$ cat config.mk
export PLATFORM = sky130hd
export DESIGN_NAME = nfa_accepting_path_counter
export DESIGN_NICKNAME = d
export VERILOG_FILES = /design/src/rtl/napc_pkg.sv /design/src/rtl/napc_ram.sv /design/src/rtl/napc_ctrl.sv /design/src/rtl/napc_dp.sv /design/src/rtl/nfa_accepting_path_counter.sv
export VERILOG_INCLUDE_DIRS = /design/src /design/src/rtl
export SDC_FILE = /design/constraint.sdc
export NUM_CORES = 2
export LEC_CHECK = 0
export ABC_AREA = 1
export BUFFER_PORTS_ARGS = -buffer_cell sky130_fd_sc_hd__clkbuf_2
export CORE_ASPECT_RATIO = 0.5
export CORE_UTILIZATION = 55
export DETAILED_ROUTE_END_ITERATION = 10
export GPL_ROUTABILITY_DRIVEN = 0
export GPL_TIMING_DRIVEN = 1
export PLACE_DENSITY = 0.78
export SYNTH_ARGS = -nofsm -noshare
export SYNTH_HDL_FRONTEND = slang
export SYNTH_SLANG_ARGS = --single-unit
$ cat constraint.sdc
create_clock -name clk_i -period 5.7 [get_ports clk_i]
set_input_delay 0.855 -clock clk_i [delete_from_list [all_inputs] [get_ports clk_i]]
set_output_delay 0.855 -clock clk_i [all_outputs]
set_load 0.05 [all_outputs]
$ cat src/rtl/nfa_accepting_path_counter_macros.svh
// Assertion helpers shared by the block's modules.
// NAPC_ASSERT checks on every clock edge outside reset.
// NAPC_ASSERT_ALWAYS also checks while reset is asserted.
`ifndef NFA_ACCEPTING_PATH_COUNTER_MACROS_SVH
`define NFA_ACCEPTING_PATH_COUNTER_MACROS_SVH
`ifndef SYNTHESIS
`define NAPC_ASSERT(lbl, prop, msg) \
  lbl: assert property (@(posedge clk_i) disable iff (!rst_ni) prop) else $error(msg);
`define NAPC_ASSERT_ALWAYS(lbl, prop, msg) \
  lbl: assert property (@(posedge clk_i) prop) else $error(msg);
`else
`define NAPC_ASSERT(lbl, prop, msg)
`define NAPC_ASSERT_ALWAYS(lbl, prop, msg)
`endif
`endif

$ cat src/rtl/napc_pkg.sv
`default_nettype none

package napc_pkg;

  localparam int unsigned KIND_W     = 2;
  localparam int unsigned IDX_W      = 6;
  localparam int unsigned STATE_W    = 4;
  localparam int unsigned SYM_W      = 8;
  localparam int unsigned IN_DATA_W  = 24;
  localparam int unsigned OUT_DATA_W = 40;
  localparam int unsigned PCOUNT_W   = 32;
  localparam int unsigned CFG_W      = 16;
  localparam int unsigned CFG_IDX_W  = 1;

  localparam logic [CFG_IDX_W-1:0] CFG_START_STATE = 1'b0;
  localparam logic [CFG_IDX_W-1:0] CFG_FINAL_MASK  = 1'b1;

  typedef enum logic [KIND_W-1:0] {
    KIND_LOAD   = 2'd0,
    KIND_START  = 2'd1,
    KIND_SYMBOL = 2'd2,
    KIND_FINISH = 2'd3
  } napc_kind_e;

  typedef enum logic [2:0] {
    ST_CLEAR,
    ST_IDLE,
    ST_SCAN,
    ST_DRAIN,
    ST_COPY,
    ST_SUM,
    ST_EMIT
  } napc_state_e;

  // One transition table slot, 17 bits.
  typedef struct packed {
    logic               valid;
    logic [STATE_W-1:0] to;
    logic [SYM_W-1:0]   sym;
    logic [STATE_W-1:0] from;
  } napc_entry_t;

  typedef struct packed {
    logic clr_wr;
    logic load;
    logic start;
    logic sym_begin;
    logic scan_rd;
    logic copy;
    logic fin_begin;
    logic sum_step;
    logic emit;
  } napc_cmd_t;

  typedef struct packed {
    logic tab_last;
    logic fin_last;
    logic out_free;
  } napc_stat_t;

endpackage

`default_nettype wire

$ cat src/rtl/napc_ram.sv
`default_nettype none

module napc_ram #(
  parameter int unsigned WIDTH  = 17,
  parameter int unsigned DEPTH  = 64,
  parameter int unsigned ADDR_W = (DEPTH > 1) ? $clog2(DEPTH) : 1
) (
  input  wire logic              clk_i,
  input  wire logic              we_i,
  input  wire logic [ADDR_W-1:0] waddr_i,
  input  wire logic [WIDTH-1:0]  wdata_i,
  input  wire logic [ADDR_W-1:0] raddr_i,
  output logic      [WIDTH-1:0]  rdata_o
);

  logic [WIDTH-1:0] mem_q [DEPTH];

  always_ff @(posedge clk_i) begin
    if (we_i) begin
      mem_q[waddr_i] <= wdata_i;
    end
    rdata_o <= mem_q[raddr_i];
  end

endmodule

`default_nettype wire

$ cat src/rtl/napc_ctrl.sv
`default_nettype none
`include "nfa_accepting_path_counter_macros.svh"

module napc_ctrl
  import napc_pkg::*;
(
  input  wire logic              clk_i,
  input  wire logic              rst_ni,
  input  wire logic              in_valid_i,
  input  wire logic [KIND_W-1:0] in_kind_i,
  output logic                   in_ready_o,
  input  wire napc_stat_t        stat_i,
  output napc_cmd_t              cmd_o
);

  napc_state_e state_q, state_d;
  napc_kind_e  kind;

  assign kind = napc_kind_e'(in_kind_i);

  always_ff @(posedge clk_i or negedge rst_ni) begin
    if (!rst_ni) begin
      state_q <= ST_CLEAR;
    end else begin
      state_q <= state_d;
    end
  end

  always_comb begin
    state_d    = state_q;
    cmd_o      = '0;
    in_ready_o = 1'b0;
    unique case (state_q)
      ST_CLEAR: begin
        cmd_o.clr_wr = 1'b1;
        if (stat_i.tab_last) begin
          state_d = ST_IDLE;
        end
      end
      ST_IDLE: begin
        in_ready_o = 1'b1;
        if (in_valid_i) begin
          unique case (kind)
            KIND_LOAD:   cmd_o.load = 1'b1;
            KIND_START:  cmd_o.start = 1'b1;
            KIND_SYMBOL: begin
              cmd_o.sym_begin = 1'b1;
              state_d         = ST_SCAN;
            end
            KIND_FINISH: begin
              cmd_o.fin_begin = 1'b1;
              state_d         = ST_SUM;
            end
            default: state_d = ST_IDLE;
          endcase
        end
      end
      ST_SCAN: begin
        cmd_o.scan_rd = 1'b1;
        if (stat_i.tab_last) begin
          state_d = ST_DRAIN;
        end
      end
      // last table entry is folded in during this cycle
      ST_DRAIN: state_d = ST_COPY;
      ST_COPY: begin
        cmd_o.copy = 1'b1;
        state_d    = ST_IDLE;
      end
      ST_SUM: begin
        cmd_o.sum_step = 1'b1;
        if (stat_i.fin_last) begin
          state_d = ST_EMIT;
        end
      end
      ST_EMIT: begin
        if (stat_i.out_free) begin
          cmd_o.emit = 1'b1;
          state_d    = ST_IDLE;
        end
      end
      default: state_d = ST_CLEAR;
    endcase
  end

  `NAPC_ASSERT(a_emit_hold, (state_q == ST_EMIT && !stat_i.out_free) |=> state_q == ST_EMIT,
               "result dropped while output register busy")
  `NAPC_ASSERT(a_scan_end, (state_q == ST_SCAN && stat_i.tab_last) |=> state_q == ST_DRAIN,
               "table scan did not drain")
  `NAPC_ASSERT(a_emit_free, cmd_o.emit |-> stat_i.out_free,
               "emit into occupied output register")

endmodule

`default_nettype wire

$ cat src/rtl/napc_dp.sv
`default_nettype none
`include "nfa_accepting_path_counter_macros.svh"

module napc_dp
  import napc_pkg::*;
#(
  parameter int unsigned NUM_STATES      = 16,
  parameter int unsigned MAX_TRANSITIONS = 64,
  parameter int unsigned COUNT_WIDTH     = 32
) (
  input  wire logic                  clk_i,
  input  wire logic                  rst_ni,
  input  wire napc_cmd_t             cmd_i,
  output napc_stat_t                 stat_o,
  input  wire logic                  cfg_we_i,
  input  wire logic [CFG_IDX_W-1:0]  cfg_idx_i,
  input  wire logic [CFG_W-1:0]      cfg_wdata_i,
  input  wire logic [IN_DATA_W-1:0]  in_data_i,
  input  wire logic                  m_tready_i,
  output logic                       m_tvalid_o,
  output logic      [OUT_DATA_W-1:0] m_tdata_o
);

  localparam int unsigned AW = (MAX_TRANSITIONS > 1) ? $clog2(MAX_TRANSITIONS) : 1;
  localparam int unsigned IW = (AW > IDX_W) ? AW : IDX_W;
  localparam int unsigned SW = $clog2(NUM_STATES);
  localparam int unsigned XW = (SW > STATE_W) ? SW : STATE_W;
  localparam int unsigned NF = (NUM_STATES < 16) ? NUM_STATES : 16;
  localparam int unsigned EW = $bits(napc_entry_t);

  // input item fields
  logic [IDX_W-1:0]   in_idx;
  logic [STATE_W-1:0] in_from;
  logic [SYM_W-1:0]   in_sym;
  logic [STATE_W-1:0] in_to;
  logic               in_ev;

  assign in_idx  = in_data_i[5:0];
  assign in_from = in_data_i[9:6];
  assign in_sym  = in_data_i[17:10];
  assign in_to   = in_data_i[21:18];
  assign in_ev   = in_data_i[22];

  logic [STATE_W-1:0]   start_q;
  logic [CFG_W-1:0]     fmask_q;
  logic [SYM_W-1:0]     sym_q;
  logic [AW-1:0]        tab_cnt_q;
  logic [SW-1:0]        scnt_q;
  logic                 rd_vld_q;
  logic                 ovf_q;
  logic [COUNT_WIDTH-1:0] sum_q;
  logic [COUNT_WIDTH-1:0] cur_q [NUM_STATES];
  logic [COUNT_WIDTH-1:0] nxt_q [NUM_STATES];
  logic                   m_vld_q;
  logic [OUT_DATA_W-1:0]  m_data_q;

  // table memory
  logic [IW-1:0] idx_x;
  logic          idx_ok;
  logic          ram_we;
  logic [AW-1:0] ram_waddr;
  logic [EW-1:0] ram_wdata;
  logic [EW-1:0] ram_rdata;
  napc_entry_t   ld_ent;
  napc_entry_t   ent;

  assign idx_x     = IW'(in_idx);
  assign idx_ok    = 32'(in_idx) < 32'(MAX_TRANSITIONS);
  assign ld_ent    = '{valid: in_ev, to: in_to, sym: in_sym, from: in_from};
  assign ram_we    = cmd_i.clr_wr | (cmd_i.load & idx_ok);
  assign ram_waddr = cmd_i.clr_wr ? tab_cnt_q : idx_x[AW-1:0];
  assign ram_wdata = cmd_i.clr_wr ? '0 : ld_ent;

  napc_ram #(
    .WIDTH (EW),
    .DEPTH (MAX_TRANSITIONS)
  ) u_tab (
    .clk_i   (clk_i),
    .we_i    (ram_we),
    .waddr_i (ram_waddr),
    .wdata_i (ram_wdata),
    .raddr_i (tab_cnt_q),
    .rdata_o (ram_rdata)
  );

  assign ent = napc_entry_t'(ram_rdata);

  // scan step: nxt[to] += cur[from]
  logic [XW-1:0]          from_x;
  logic [XW-1:0]          to_x;
  logic [SW-1:0]          from_idx;
  logic [SW-1:0]          to_idx;
  logic                   hit;
  logic [SW-1:0]          cur_raddr;
  logic [COUNT_WIDTH-1:0] cur_rd;
  logic [COUNT_WIDTH-1:0] nxt_rd;
  logic                   add_c;
  logic [COUNT_WIDTH-1:0] add_s;
  logic [COUNT_WIDTH-1:0] add_res;

  assign from_x   = XW'(ent.from);
  assign to_x     = XW'(ent.to);
  assign from_idx = from_x[SW-1:0];
  assign to_idx   = to_x[SW-1:0];
  assign hit = rd_vld_q && ent.valid && (ent.sym == sym_q)
            && (32'(ent.from) < 32'(NUM_STATES)) && (32'(ent.to) < 32'(NUM_STATES));

  assign cur_raddr = rd_vld_q ? from_idx : scnt_q;
  assign cur_rd    = cur_q[cur_raddr];
  assign nxt_rd    = nxt_q[to_idx];
  assign {add_c, add_s} = {1'b0, nxt_rd} + {1'b0, cur_rd};
  assign add_res = add_c ? '1 : add_s;

  // final-state sum step
  logic [NUM_STATES-1:0]  fmask_n;
  logic                   fsel;
  logic                   sum_c;
  logic [COUNT_WIDTH-1:0] sum_s;

  for (genvar g = 0; g < NUM_STATES; g++) begin : g_fmask
    if (g < 16) begin : g_in
      assign fmask_n[g] = fmask_q[g];
    end else begin : g_out
      assign fmask_n[g] = 1'b0;
    end
  end

  assign fsel = fmask_n[scnt_q];
  assign {sum_c, sum_s} = {1'b0, sum_q} + {1'b0, cur_rd};

  // result formatting
  logic [63:0]         sum_ext;
  logic                clip;
  logic [PCOUNT_W-1:0] pcount;

  assign sum_ext = 64'(sum_q);
  assign clip    = sum_ext > 64'h0000_0000_FFFF_FFFF;
  assign pcount  = clip ? '1 : sum_ext[PCOUNT_W-1:0];

  // start state
  logic [XW-1:0] start_x;
  logic          start_ok;

  assign start_x  = XW'(start_q);
  assign start_ok = 32'(start_q) < 32'(NUM_STATES);

  always_ff @(posedge clk_i or negedge rst_ni) begin
    if (!rst_ni) begin
      start_q   <= '0;
      fmask_q   <= '0;
      tab_cnt_q <= '0;
      scnt_q    <= '0;
      rd_vld_q  <= 1'b0;
      ovf_q     <= 1'b0;
      m_vld_q   <= 1'b0;
      for (int i = 0; i < NUM_STATES; i++) begin
        cur_q[i] <= '0;
        nxt_q[i] <= '0;
      end
    end else begin
      if (cfg_we_i) begin
        unique case (cfg_idx_i)
          CFG_START_STATE: start_q <= cfg_wdata_i[STATE_W-1:0];
          CFG_FINAL_MASK:  fmask_q <= cfg_wdata_i;
          default:         start_q <= start_q;
        endcase
      end

      rd_vld_q <= cmd_i.scan_rd;

      if (cmd_i.sym_begin || cmd_i.fin_begin) begin
        tab_cnt_q <= '0;
        scnt_q    <= '0;
      end else begin
        if (cmd_i.clr_wr || cmd_i.scan_rd) begin
          tab_cnt_q <= tab_cnt_q + 1'b1;
        end
        if (cmd_i.sum_step) begin
          scnt_q <= scnt_q + 1'b1;
        end
      end

      if (cmd_i.start) begin
        for (int i = 0; i < NUM_STATES; i++) begin
          cur_q[i] <= '0;
        end
        if (start_ok) begin
          cur_q[start_x[SW-1:0]] <= COUNT_WIDTH'(1);
        end
      end else if (cmd_i.copy) begin
        for (int i = 0; i < NUM_STATES; i++) begin
          cur_q[i] <= nxt_q[i];
        end
      end

      if (cmd_i.sym_begin) begin
        for (int i = 0; i < NUM_STATES; i++) begin
          nxt_q[i] <= '0;
        end
      end else if (hit) begin
        nxt_q[to_idx] <= add_res;
      end

      if (cmd_i.start) begin
        ovf_q <= 1'b0;
      end else if ((hit && add_c) || (cmd_i.sum_step && fsel && sum_c) ||
                   (cmd_i.emit && clip)) begin
        ovf_q <= 1'b1;
      end

      if (cmd_i.emit) begin
        m_vld_q <= 1'b1;
      end else if (m_tready_i) begin
        m_vld_q <= 1'b0;
      end
    end
  end

  always_ff @(posedge clk_i) begin
    if (cmd_i.sym_begin) begin
      sym_q <= in_sym;
    end
    if (cmd_i.fin_begin) begin
      sum_q <= '0;
    end else if (cmd_i.sum_step && fsel) begin
      sum_q <= sum_c ? '1 : sum_s;
    end
    if (cmd_i.emit) begin
      m_data_q <= {6'd0, ovf_q | clip, |sum_q, pcount};
    end
  end

  assign stat_o.tab_last = tab_cnt_q == AW'(MAX_TRANSITIONS - 1);
  assign stat_o.fin_last = scnt_q == SW'(NF - 1);
  assign stat_o.out_free = !m_vld_q || m_tready_i;
  assign m_tvalid_o      = m_vld_q;
  assign m_tdata_o       = m_data_q;

  `NAPC_ASSERT(a_rd_follow, cmd_i.scan_rd |=> rd_vld_q, "table read data not marked valid")
  `NAPC_ASSERT(a_start_clr, cmd_i.start |=> !ovf_q, "start did not clear saturation flag")
  `NAPC_ASSERT(a_emit_vld, cmd_i.emit |=> m_vld_q, "emitted result not presented")
  `NAPC_ASSERT_ALWAYS(a_wr_excl, !(cmd_i.load && cmd_i.clr_wr), "load during clearing pass")

endmodule

`default_nettype wire

$ cat src/rtl/nfa_accepting_path_counter.sv
// Channel   Dir  Handshake                     Payload
// s_axis    in   s_axis_tvalid/s_axis_tready   tuser: kind; tdata: entry fields
// m_axis    out  m_axis_tvalid/m_axis_tready   tdata: path_count, accepted, saturated
// cfg       in   cfg_we_i                      cfg_idx_i, cfg_wdata_i
//
// Load and start items are handled in the idle state. A symbol item makes one read of
// the transition table per entry, then drain and copy.
// A finish item checks min(NUM_STATES, 16) states for the final mask, one state per cycle.
// After reset a clearing pass writes zero to all MAX_TRANSITIONS table entries; no item
// is accepted meanwhile. A waiting result sits in the output register while further
// items are accepted; a second finish holds until that result is taken.
`default_nettype none

module nfa_accepting_path_counter
  import napc_pkg::*;
#(
  parameter int unsigned NUM_STATES      = 16,
  parameter int unsigned MAX_TRANSITIONS = 64,
  parameter int unsigned COUNT_WIDTH     = 32
) (
  input  wire logic                  clk_i,
  input  wire logic                  rst_ni,
  input  wire logic                  s_axis_tvalid,
  output logic                       s_axis_tready,
  // entry_index[5:0], from_state[9:6], symbol[17:10], to_state[21:18],
  // entry_valid[22], zero[23]
  input  wire logic [IN_DATA_W-1:0]  s_axis_tdata,
  // kind[1:0]
  input  wire logic [KIND_W-1:0]     s_axis_tuser,
  output logic                       m_axis_tvalid,
  input  wire logic                  m_axis_tready,
  // path_count[31:0], accepted[32], saturated[33], zero[39:34]
  output logic      [OUT_DATA_W-1:0] m_axis_tdata,
  input  wire logic                  cfg_we_i,
  input  wire logic [CFG_IDX_W-1:0]  cfg_idx_i,
  input  wire logic [CFG_W-1:0]      cfg_wdata_i
);

  napc_cmd_t  cmd;
  napc_stat_t stat;

  napc_ctrl u_ctrl (
    .clk_i      (clk_i),
    .rst_ni     (rst_ni),
    .in_valid_i (s_axis_tvalid),
    .in_kind_i  (s_axis_tuser),
    .in_ready_o (s_axis_tready),
    .stat_i     (stat),
    .cmd_o      (cmd)
  );

  napc_dp #(
    .NUM_STATES      (NUM_STATES),
    .MAX_TRANSITIONS (MAX_TRANSITIONS),
    .COUNT_WIDTH     (COUNT_WIDTH)
  ) u_dp (
    .clk_i       (clk_i),
    .rst_ni      (rst_ni),
    .cmd_i       (cmd),
    .stat_o      (stat),
    .cfg_we_i    (cfg_we_i),
    .cfg_idx_i   (cfg_idx_i),
    .cfg_wdata_i (cfg_wdata_i),
    .in_data_i   (s_axis_tdata),
    .m_tready_i  (m_axis_tready),
    .m_tvalid_o  (m_axis_tvalid),
    .m_tdata_o   (m_axis_tdata)
  );

endmodule

`default_nettype wire

==> qor.txt <==
Die W - 604.1 µm
Synth Area in Compound Gates - 0.1311
final hold violation count - 0
H-tree depth - 4
TritonCTS Buffers - 197
GRT overflow - 0
Final Cycle Share - 0.8839
main combinational cell family by area after synthesis - simple AND/OR/NAND/NOR gates
Synth Area in Simple Gates - 0.1767
Starting DRT DRC Count - 12.60k
Mapped Area - 99700 µm²
maxcap violations - 0
I/O Pins - 90
post-synthesis cell count - 10.41k
worst skew pair latency - 0.88 ns
vias in the first global route - 76.11k
number of I/O port buffers - 82
Crit. End Element - register
largest net degree at the start of global routing - 219
fin area - 109100 µm²
area after detailed placement - 102700 µm²
Core Rows - 110
Main synth FF type - edfxtp_1
drt drc - 0
Post-synth EDFFs - 1130
critical-path cell list - inv_2 > o21ai_4 > buf_12 > buf_4 > a21oi_1 > o21ai_0 > nand3_1 > nand3_1 > nand2_1 > inv_1 > ha_1 > nand2_1 > inv_2 > nand2_1 > inv_1 > a21oi_1 > nand2_2 > nand2_1 > nand2_2 > buf_12 > nor2_4 > o22ai_1
Worst Skew - 0.09334 ns
Hold Buf Count CTS - 0
status - finished clean
Die H - 303.1 µm
Final ANT Viol Nets - 0
Worst Path Required - 6.33 ns
CTS resizes - 0
first-pass GRT wire length - 455300 µm
Post-synth ARST share - 0.4734
Vias - 80.71k
post-synthesis mux area share - 0.0001004
Worst R2R Path Depth - 22
unrepaired setup endpoints after global routing - no
Global Route Usage Sum - 0.3276
die area - 183100 µm²
Slew HR - 0.05347
Yosys Warn Count - 0
final slew viol count - 0
setup bufs post-CTS - 0
setup TNS - 0 ns
crit path DAT - 5.67 ns
post-synthesis register bit count - 2239
slowest stage cell, crit path - dfrtp_1
critical path launch point type - register
Syn-to-layout area delta - 9.396%
Detailed Place HPWL - 173500 µm
sequential-to-total area share from yosys stat - 0.6162
commonest cells after routing, fill and taps aside - nand2_1 (2125), edfxtp_1 (1130), dfrtp_1 (1056), o21ai_0 (1041), nand3_1 (1041)
Final Setup Violations - 0
drt first pass iters - 8
CTS clock-pin slew for the worst setup and hold paths - 0.07 ns
slew at the pin closest to its max-slew limit - 1.420 ns
Cells after DPL - 12.42k
commonest non-fill, non-tap cell in the layout - nand2_1
Clock Path Buffers - 4
CTS tree - built
Vias/cell - 6.319
Starting Density - 0.5538
Final #Nets - 10.32k
number of library cell types mapped by synthesis - 53
adder-cell area share of the yosys netlist - 0.008684
Finished Layout Cells - 12.77k
fmax - 198.5 MHz
most frequent cell on the critical path - nand2_1
WL final - 305600 µm
Final min period - 5.038 ns
clk sinks - 2239
Hold Crit Class - input pin to async pin
DR WL/cell - 23.92 µm
Crit path largest cell delay - 0.58 ns
core footprint - 180000 µm²
syn avg cell area - 9.576 µm²
area share of xor/xnor cells in the synthesized design - 0.002723
Max Fanout on Critical Path - 56
layout cells sized above 1 - 0.07143
critical path class - register to register
initial antenna violation count - 17
Root Buffer - clkbuf_16
-- state kept, by name, indices dropped and copies added (netlist names) --
name / flops
u_dp.scnt_q: 4
u_dp.sym_q: 8
u_dp.u_tab.mem_q: 1088
u_dp.m_tvalid_o: 1
u_dp.fmask_n: 16
u_dp.u_tab.rdata_o: 17
u_dp.start_q: 4
u_ctrl.state_q: 3
u_dp.rd_vld_q: 1
u_dp.nxt_q: 512
u_dp.cur_q: 512
u_dp.sum_q: 32
u_dp.m_tdata_o: 34
u_dp.ovf_q: 1
u_dp.tab_cnt_q: 6
-- kinds of logic after synthesis --
| logic type | after synthesis |
|---|---|
| other | 1 |
| DFF | 2239 |
| muxes | 1 |
| AOI/OAI and AO/OA | 2249 |
| and+or+nand+nor | 4219 |
| xor gates and xnor gates | 31 |
| adders and majority gates | 68 |
| buffers and inverters | 1604 |
-- critical path, delay by kind of cell (launching register included) --
family | cells | cell delay, ns
and+or+nand+nor | 9 | 1.53
buffers and inverters | 7 | 1.42
AOI/OAI and AO/OA | 5 | 0.83
adders and majority gates | 1 | 0.36
DFF | 1 | 0.58
-- area by class of cell --
type                            count  area, µm²
Fill cell                       14160      70950
Sequential cell                  2239      61450
Multi-Input combinational cell   6574      32170
Clock buffer                      259       5345
Inverter                          882       3329
Tap cell                         2408       3013
Timing Repair Buffer              314       2700
Clock inverter                     92       1050
Antenna cell                        5      12.51
-- metrics by stage --
| stage | hold slack, ns | utilization | setup slack [ns] |
|---|---|---|---|
| after CTS | 0.1039 | 0.6058 | 0.9069 |
| after global routing | 0.1172 | 0.6058 | 0.4770 |
| after global placement | 0.4748 | 0.5703 | 1.111 |
| after floorplan | 0.4249 | - | 1.950 |
| after detailed placement | 0.4781 | 0.5703 | 1.020 |
| final | 0.06670 | 0.6059 | 0.6618 |
-- per-layer routing --
| layer | wire [µm] | vias up | global-route usage |
|---|---|---|---|
| li1 | - | 35350 | - |
| met1 | 110700 | 38520 | 0.4272 |
| met2 | 134400 | 5690 | 0.4984 |
| met3 | 42060 | 1134 | 0.09376 |
| met4 | 18250 | 22 | 0.1818 |
| met5 | 182 | - | 0 |
-- final timing paths --
kind	startpoint	slack [ns]	to
setup reg to reg	u_dp.scnt_q[0]	0.66	u_dp.nxt_q[270]
hold reg to reg	u_dp.cur_q[441]	0.49	u_dp.cur_q[441]
setup / recovery	u_dp.scnt_q[0]	0.66	u_dp.nxt_q[270]
max in group asynchronous	rst_ni	4.07	u_dp.nxt_q[452]
min in group clk_i	s_axis_tdata[14]	0.21	u_dp.sym_q[4]
hold / removal	rst_ni	0.07	u_dp.cur_q[479]
-- Yosys cell counts (32+ instances only) --
cell / instances / area [µm²]
inv_1: 852 / 3198
o22ai_1: 647 / 4048
o2111a_1: 32 / 360.4
a21oi_1: 229 / 1146
nand2_1: 2129 / 7991
buf_2: 150 / 750.7
ha_1: 66 / 825.8
nor3_1: 41 / 205.2
o221ai_1: 43 / 376.6
o211ai_1: 235 / 1764
clkbuf_1: 490 / 1839
dfxtp_1: 49 / 980.9
nor2_1: 894 / 3356
nand3_1: 1042 / 5215
dfrtp_1: 1060 / 26530
nand4_1: 35 / 219.0
edfxtp_1: 1130 / 33930
buf_1: 44 / 165.2
o21ai_0: 1042 / 5215
Power is not shown: default switching activity piles up to over one toggle a cycle in this logic, so the estimate is an artifact.
